[src/rtl/core/sib_pkg.sv]
package sib_pkg;

    localparam int TABLE_DEPTH = 1024;
    localparam int ADDR_W      = $clog2(TABLE_DEPTH);
    localparam int COUNT_W     = 11;
    localparam int POS_W       = 10;
    localparam int ID_W        = 32;

    localparam logic OP_WRITE  = 1'b0;
    localparam logic OP_SEARCH = 1'b1;

    typedef enum logic [1:0] {
        ST_IDLE,
        ST_PROBE,
        ST_CMP,
        ST_DONE
    } state_t;

    typedef struct packed {
        logic              we;
        logic              re;
        logic [ADDR_W-1:0] addr;
        logic [ID_W-1:0]   wdata;
    } ram_req_t;

endpackage

[src/rtl/core/sib_search_ctrl.sv]
module sib_search_ctrl (
    input  logic               clk,
    input  logic               rst_n,
    input  logic [10:0]        live_count,
    input  logic               in_valid,
    output logic               in_stall,
    input  logic               op,
    input  logic [9:0]         entry_index,
    input  logic [31:0]        entry_id,
    input  logic [31:0]        search_key,
    output logic               out_valid,
    input  logic               out_stall,
    output logic               found,
    output logic [9:0]         position,
    output sib_pkg::ram_req_t  ram_req,
    input  logic [31:0]        ram_rdata
);
    import sib_pkg::*;

    state_t              state_reg,     state_next;
    logic [COUNT_W-1:0]  lo_reg,        lo_next;
    logic [COUNT_W-1:0]  hi_reg,        hi_next;
    logic [ADDR_W-1:0]   mid_reg,       mid_next;
    logic [ID_W-1:0]     key_reg,       key_next;
    logic                res_found_reg, res_found_next;
    logic [POS_W-1:0]    res_pos_reg,   res_pos_next;
    logic                out_valid_reg, out_valid_next;
    logic                found_reg,     found_next;
    logic [POS_W-1:0]    position_reg,  position_next;

    logic                accept;
    logic                index_ok;
    logic [COUNT_W:0]    mid_sum;

    assign accept   = in_valid && (state_reg == ST_IDLE);
    assign index_ok = (32'(entry_index) < 32'(TABLE_DEPTH));
    assign mid_sum  = {1'b0, lo_reg} + {1'b0, hi_reg} - (COUNT_W + 1)'(1);

    always_ff @(posedge clk or negedge rst_n)
    begin
        if (!rst_n)
        begin
            state_reg     <= ST_IDLE;
            out_valid_reg <= 1'b0;
        end
        else
        begin
            state_reg     <= state_next;
            out_valid_reg <= out_valid_next;
        end
    end

    always_ff @(posedge clk)
    begin
        lo_reg        <= lo_next;
        hi_reg        <= hi_next;
        mid_reg       <= mid_next;
        key_reg       <= key_next;
        res_found_reg <= res_found_next;
        res_pos_reg   <= res_pos_next;
        found_reg     <= found_next;
        position_reg  <= position_next;
    end

    always_comb
    begin
        state_next     = state_reg;
        lo_next        = lo_reg;
        hi_next        = hi_reg;
        mid_next       = mid_reg;
        key_next       = key_reg;
        res_found_next = res_found_reg;
        res_pos_next   = res_pos_reg;
        found_next     = found_reg;
        position_next  = position_reg;
        out_valid_next = out_valid_reg && out_stall;
        ram_req        = '0;

        case (state_reg)
            ST_IDLE:
            begin
                if (accept)
                begin
                    if (op == OP_SEARCH)
                    begin
                        lo_next    = '0;
                        hi_next    = live_count;
                        key_next   = search_key;
                        state_next = ST_PROBE;
                    end
                    else
                    begin
                        ram_req.we    = index_ok;
                        ram_req.addr  = entry_index[ADDR_W-1:0];
                        ram_req.wdata = entry_id;
                    end
                end
            end
            ST_PROBE:
            begin
                if (lo_reg >= hi_reg)
                begin
                    res_found_next = 1'b0;
                    res_pos_next   = '0;
                    state_next     = ST_DONE;
                end
                else
                begin
                    mid_next     = mid_sum[ADDR_W:1];
                    ram_req.re   = 1'b1;
                    ram_req.addr = mid_sum[ADDR_W:1];
                    state_next   = ST_CMP;
                end
            end
            ST_CMP:
            begin
                if (key_reg == ram_rdata)
                begin
                    res_found_next = 1'b1;
                    res_pos_next   = POS_W'(mid_reg);
                    state_next     = ST_DONE;
                end
                else
                begin
                    if (key_reg < ram_rdata)
                    begin
                        hi_next = COUNT_W'(mid_reg);
                    end
                    else
                    begin
                        lo_next = COUNT_W'(mid_reg) + COUNT_W'(1);
                    end
                    state_next = ST_PROBE;
                end
            end
            ST_DONE:
            begin
                if (!out_valid_reg || !out_stall)
                begin
                    out_valid_next = 1'b1;
                    found_next     = res_found_reg;
                    position_next  = res_pos_reg;
                    state_next     = ST_IDLE;
                end
            end
            default:
            begin
                state_next = ST_IDLE;
            end
        endcase
    end

    assign in_stall  = (state_reg != ST_IDLE);
    assign out_valid = out_valid_reg;
    assign found     = found_reg;
    assign position  = position_reg;

endmodule

[config.mk]
export PLATFORM = sky130hd
export DESIGN_NAME = sib_search_ctrl
export DESIGN_NICKNAME = d
export VERILOG_FILES = /design/src/rtl/core/sib_pkg.sv /design/src/rtl/core/sib_search_ctrl.sv
export SDC_FILE = /design/constraint.sdc
export NUM_CORES = 1
export LEC_CHECK = 0
export ABC_AREA = 1
export ABC_CLOCK_PERIOD_IN_PS = 3670
export BUFFER_PORTS_ARGS = -buffer_cell sky130_fd_sc_hd__buf_2
export CORE_ASPECT_RATIO = 1.5
export CORE_UTILIZATION = 35
export CTS_CLUSTER_DIAMETER = 100
export DETAILED_ROUTE_END_ITERATION = 10
export GPL_TIMING_DRIVEN = 0
export SYNTH_ARGS = -nofsm -noshare
export SYNTH_HDL_FRONTEND = slang
export SYNTH_SLANG_ARGS = --single-unit
[constraint.sdc]
create_clock -name clk -period 3.67 [get_ports clk]
set_clock_uncertainty 0.1 [all_clocks]
set_input_delay 0.5505 -clock clk [delete_from_list [all_inputs] [get_ports clk]]
set_output_delay 0.5505 -clock clk [all_outputs]
set_load 0.03 [all_outputs]
### After elaboration in Yosys (flattened, before gate mapping)

Index checks and enable logic that the tools add are counted.

| storage, ports and cells | value |
|---|---|
| register bits after elaboration | 89 |
| output and inout bits | 57 |
| input port bits | 122 |
| logic and storage cells | 77 |

| operators by class | value |
|---|---|
| bitwise gates (word level) | 1 |
| mux-type cells | 33 |
| add/sub/neg operators | 3 |
| magnitude comparators | 2 |
| equal/unequal tests | 12 |
| reductions and logical operators | 16 |

Operator list:

| kind | number |
|---|---|
| 11-bit two-way mux | 9 |
| 42-bit two-way mux | 2 |
| 11-bit case mux with 2 select lines | 2 |
| 10-bit case mux with 2 select lines | 2 |
| 32-bit equality test | 1 |
| 32-bit < comparator | 1 |
| 32-bit two-way mux | 1 |
| 10-bit two-way mux | 2 |
| 2-bit != test, second input constant | 8 |
| 10-bit by 1-bit adder with 11-bit output, second input constant | 1 |
| 11-bit adder | 1 |
| 11-bit greater-or-equal comparator | 1 |
| 11-bit by 1-bit subtractor with 11-bit output, second input constant | 1 |
| 5-bit AND reduction | 2 |
| 1-bit two-way mux | 9 |
| 3-bit AND reduction | 3 |
| 2-bit two-way mux | 4 |
| 2-bit case mux with 4 select lines | 1 |
| 2-bit nonzero test | 3 |
| 2-bit equality test, second input constant | 2 |
| 2-bit AND reduction | 2 |
| 2-bit by 1-bit equality test with 1-bit output, second input constant | 1 |
| 1-bit logical AND | 2 |
| 1-bit logical NOT | 2 |
| other kinds (4) | 4 |

### Logic depth before layout (Yosys ltp)

| depth | value |
|---|---|
| depth after elaboration | 4 |
| gate-level depth with buffers | 15 |
| mapped depth without buffers | 15 |

### Worst setup path before layout

Ideal clock, no wire load.

| timing | value |
|---|---|
| path kind | flip-flop to flip-flop |
| from | register state_reg[1] |
| to | register key_reg[0], enable pin |
| slack | 0.834 ns |
| required time | 3.149 ns |
| buffers on the path | 1 |
| period minus slack after synthesis | 2.836 ns |
| stages on the path, launching flop included | 7 |
| arrival time | 2.315 ns |
| setup time | 0.421 ns |
| cell sequence | dfrtp_1 -> buf_6 -> nor2_2 -> inv_1 -> nor2_1 -> inv_2 -> nor2_1 |

| between the ends | value |
|---|---|
| cells in the longest elaborated chain, start to end | 3 |

Ends and longest elaborated chain:

| element | RTL line | source |
|---|---|---|
| start: declaration | sib_search_ctrl.sv:20 | `state_t state_reg, state_next;` |
| start signal: assignment | sib_search_ctrl.sv:48 | `state_reg <= state_next;` |
| 2-bit logical NOT (*) | sib_search_ctrl.sv:35, sib_search_ctrl.sv:79 |  |
| 1-bit logical AND | sib_search_ctrl.sv:35 | `assign accept = in_valid && (state_reg == ST_IDLE);` |
| 3-bit AND reduction (no line) (*) | n/a |  |
| end signal: assignment | sib_search_ctrl.sv:58 | `key_reg <= key_next;` |
| end: declaration | sib_search_ctrl.sv:24 | `logic [ID_W-1:0] key_reg, key_next;` |

Mark *: on every way between the ends. The rest lies on a longest branch, timed or not.
A chain may end at the register's enable or synchronous reset.

==> impl_metrics.json <==
{
  "fin_ws_ns": 0.3401,
  "maxSlewHeadroom_pct": 25.33,
  "comb_power_share_pct": 52.3,
  "grt_first_pass_wirelength_um": 18980,
  "synth.avg_cell_area_um2": 9.054,
  "clockRootBuffer": "clkbuf_16",
  "placedCellCount": 970,
  "largest_reg_flops": 32,
  "cts_tree": "built",
  "clkSinkCount": 89,
  "status": "complete, no violations",
  "ir_worst_vdd_v": 0.0004783,
  "synth.most_common_cell": "nand2_1",
  "mappedNetlistArea_mm2": 0.005369,
  "die-area_mm2": 0.01585,
  "start_util_pct": 35.62,
  "final_area_mm2": 0.006840,
  "worst_pin_slew_ns": 1.120,
  "leakage_uw": 0.003548,
  "cp.arrival_ns": 2.68,
  "setup_viol": 0,
  "pwr-share-clk_pct": 16.7,
  "vias": 4310,
  "rows": 55,
  "io_pins": 179,
  "p_switching_uw": 2561,
  "cts_buffers": 9,
  "yosys_register_bits": 89,
  "worst_hold_path_type": "in2reg",
  "cap_viol_max_count": 0,
  "nNetsFinal": 969,
  "drive_gt1_share_pct": 27.41,
  "ys.flop_type": "edfxtp_1",
  "firstDrtPassIters": 4,
  "seqPwrFrac_pct": 31.0,
  "antenna_found_initial": 0,
  "synthCells": 593,
  "die_w_um": 103.1,
  "place_hpwl_um": 9765,
  "async_flop_share_pct": 3.371,
  "fin_setup_tns_ns": 0,
  "drc": 0,
  "synth_nets": 779,
  "grt_max_degree": 33,
  "nFillCells": 1485,
  "final_util_pct": 45.39,
  "period_minus_slack_ns": 3.330,
  "criticalPathCategory": "reg2out",
  "crit_fanout": 3,
  "io_buffers": 178,
  "rsz0062_at_grt": "false",
  "area.growth.synth_to_final_pct": 27.41,
  "dr.first_iter.drc_count": 150,
  "num_antenna_cells": 0,
  "yosys_warnings": 0,
  "fmax_mhz": 300.3,
  "synth_cell_types": 30,
  "synth.area.top_cells": "edfxtp_1, ha_1, nand2_1, inv_1, nor2_1",
  "post_cts_buffers": 0,
  "via_per_inst": 4.367,
  "cp_data_required_time_ns": 3.02,
  "final_cell_count_no_fill": 987,
  "fp.dieH_um": 153.7,
  "grt_use_total_pct": 15.59,
  "routedWlPerCell_um": 11.95,
  "slew_violations": 0,
  "synth-seq-area-share_pct": 49.50,
  "htree_levels": 3,
  "synth_top_area_share_pct": 48.10,
  "p_per_area_mw_per_mm2": 845.1,
  "drt_wl_total_um": 11800,
  "synth-edff-count": 86,
  "yosysTopAreaCell": "edfxtp_1",
  "clk_latency_ns": 0.34,
  "intPower_uw": 3219,
  "place_area_mm2": 0.006516,
  "hold_viol": 0,
  "gp_congestion": 0.8057,
  "cts.clk_slew.worst_paths_ns": 0.06,
  "pre_cts_ws_ns": 0.5036,
  "endpoint_kind": "output port",
  "detail-route-antenna-nets": 0,
  "clockBufferDepth": 2,
  "swShare_pct": 44.31,
  "core_area_mm2": 0.01507,
  "grt_overflow": 0,
  "post-route-period-util_pct": 90.73,
  "start_kind": "register",
  "grt_pass1_vias": 4218,
  "yosys-top-cells-count": "nand2_1, inv_1, edfxtp_1, nor2_1, ha_1"
}
==> final timing paths <==
check / start / end / slack, ns / depth (start not counted)
max: lo_reg[1] / ram_req[38] / 0.34 / 12
min: search_key[13] / key_reg[13] / 0.28 / 1
max reg2reg: key_reg[23] / hi_reg[5] / 0.99 / 7
min reg2reg: res_found_reg / found / 0.32 / 0
max in group asynchronous: rst_n / out_valid / 2.91 / 2
min in group asynchronous: rst_n / state_reg[1] / 0.45 / 2
==> layout make-up <==
class                      count  area (um2)  share of cell area, %
inverter                     114       427.9                  6.256
multi-input combinational    377        2218                  32.43
clock buffer                  10       229.0                  3.347
tap                          199       249.0                  3.640
sequential                    89        2658                  38.85
clock inverter                 6       82.58                  1.207
buffer                        13       75.07                  1.097
timing repair buffer         179       900.9                  13.17
==> power groups by stage <==
stage	Sequential [uW]	Combinational (uW)	Clock (uW)
after CTS	1790	3070	987
after floorplan	1840	2160	0
after detailed placement	1810	3050	0
after global placement	1800	3040	0
after global routing	1830	3440	1020
final	1790	3020	967
==> critical path, cell delays in order (launching register included) <==
cell and delay (ns):
edfxtp_1 0.36, inv_1 0.05, ha_1 0.28, inv_1 0.06
ha_1 0.22, fa_1 0.40, nand3_1 0.09, nand2_1 0.11
a21oi_1 0.19, xnor2_1 0.18, nand3_1 0.14, nand2_1 0.07
buf_2 0.19
==> layer usage <==
| layer | track usage, % | vias up | part of all wire (%) |
|---|---|---|---|
| met2 | 29.37 | 125 | 52 |
| met3 | 2.455 | 17 | 5.1 |
| li1 | - | 2288 | - |
| met5 | 0 | - | 0 |
| met1 | 16.88 | 1880 | 41 |
| met4 | 6.036 | 0 | 2.0 |
==> through the flow <==
stage | power [uW] | hold slack (ns)
after floorplan | 4003 | 0.1549
after global placement | 4840 | 0.2482
after detailed placement | 4857 | 0.2470
after CTS | 5847 | 0.2705
after global routing | 6290 | 0.2707
final | 5780 | 0.2825
==> repair_timing <==
item                                   in CTS  in global routing
hold buffers                                1                  0
setup endpoints to repair                   0                  1
endpoints found under the hold margin       3                  0
resized for setup                           0                  1
==> cell usage in the layout, fill, tap and decap left out, drive strengths merged <==
cell           n
o21a           2
o21ai         16
edfxtp        86
dfrtp          3
nor3           9
a21oi         30
a21o           2
bufinv         2
nand2        140
clkbuf        14
fa             1
buf          187
clkinv         5
o31ai          1
nor2          74
nand3b         1
nand3         24
inv          113
a31oi          2
nor3b          1
dlygate4sd3    1
xnor2          1
nand4          4
ha            63
xor2           6
==> cells by family (layout without fill, tap and decap cells) <==
logic type	count (synthesis)	in the layout	synth area share, %
compound gates	53	53	5.220
xor+xnor	7	7	1.142
fa+ha+maj	64	64	15.05
buf+inv	127	322	9.368
flops	89	89	49.50
simple gates	253	253	19.72
Note: power is estimated with default switching activity, not from simulation.
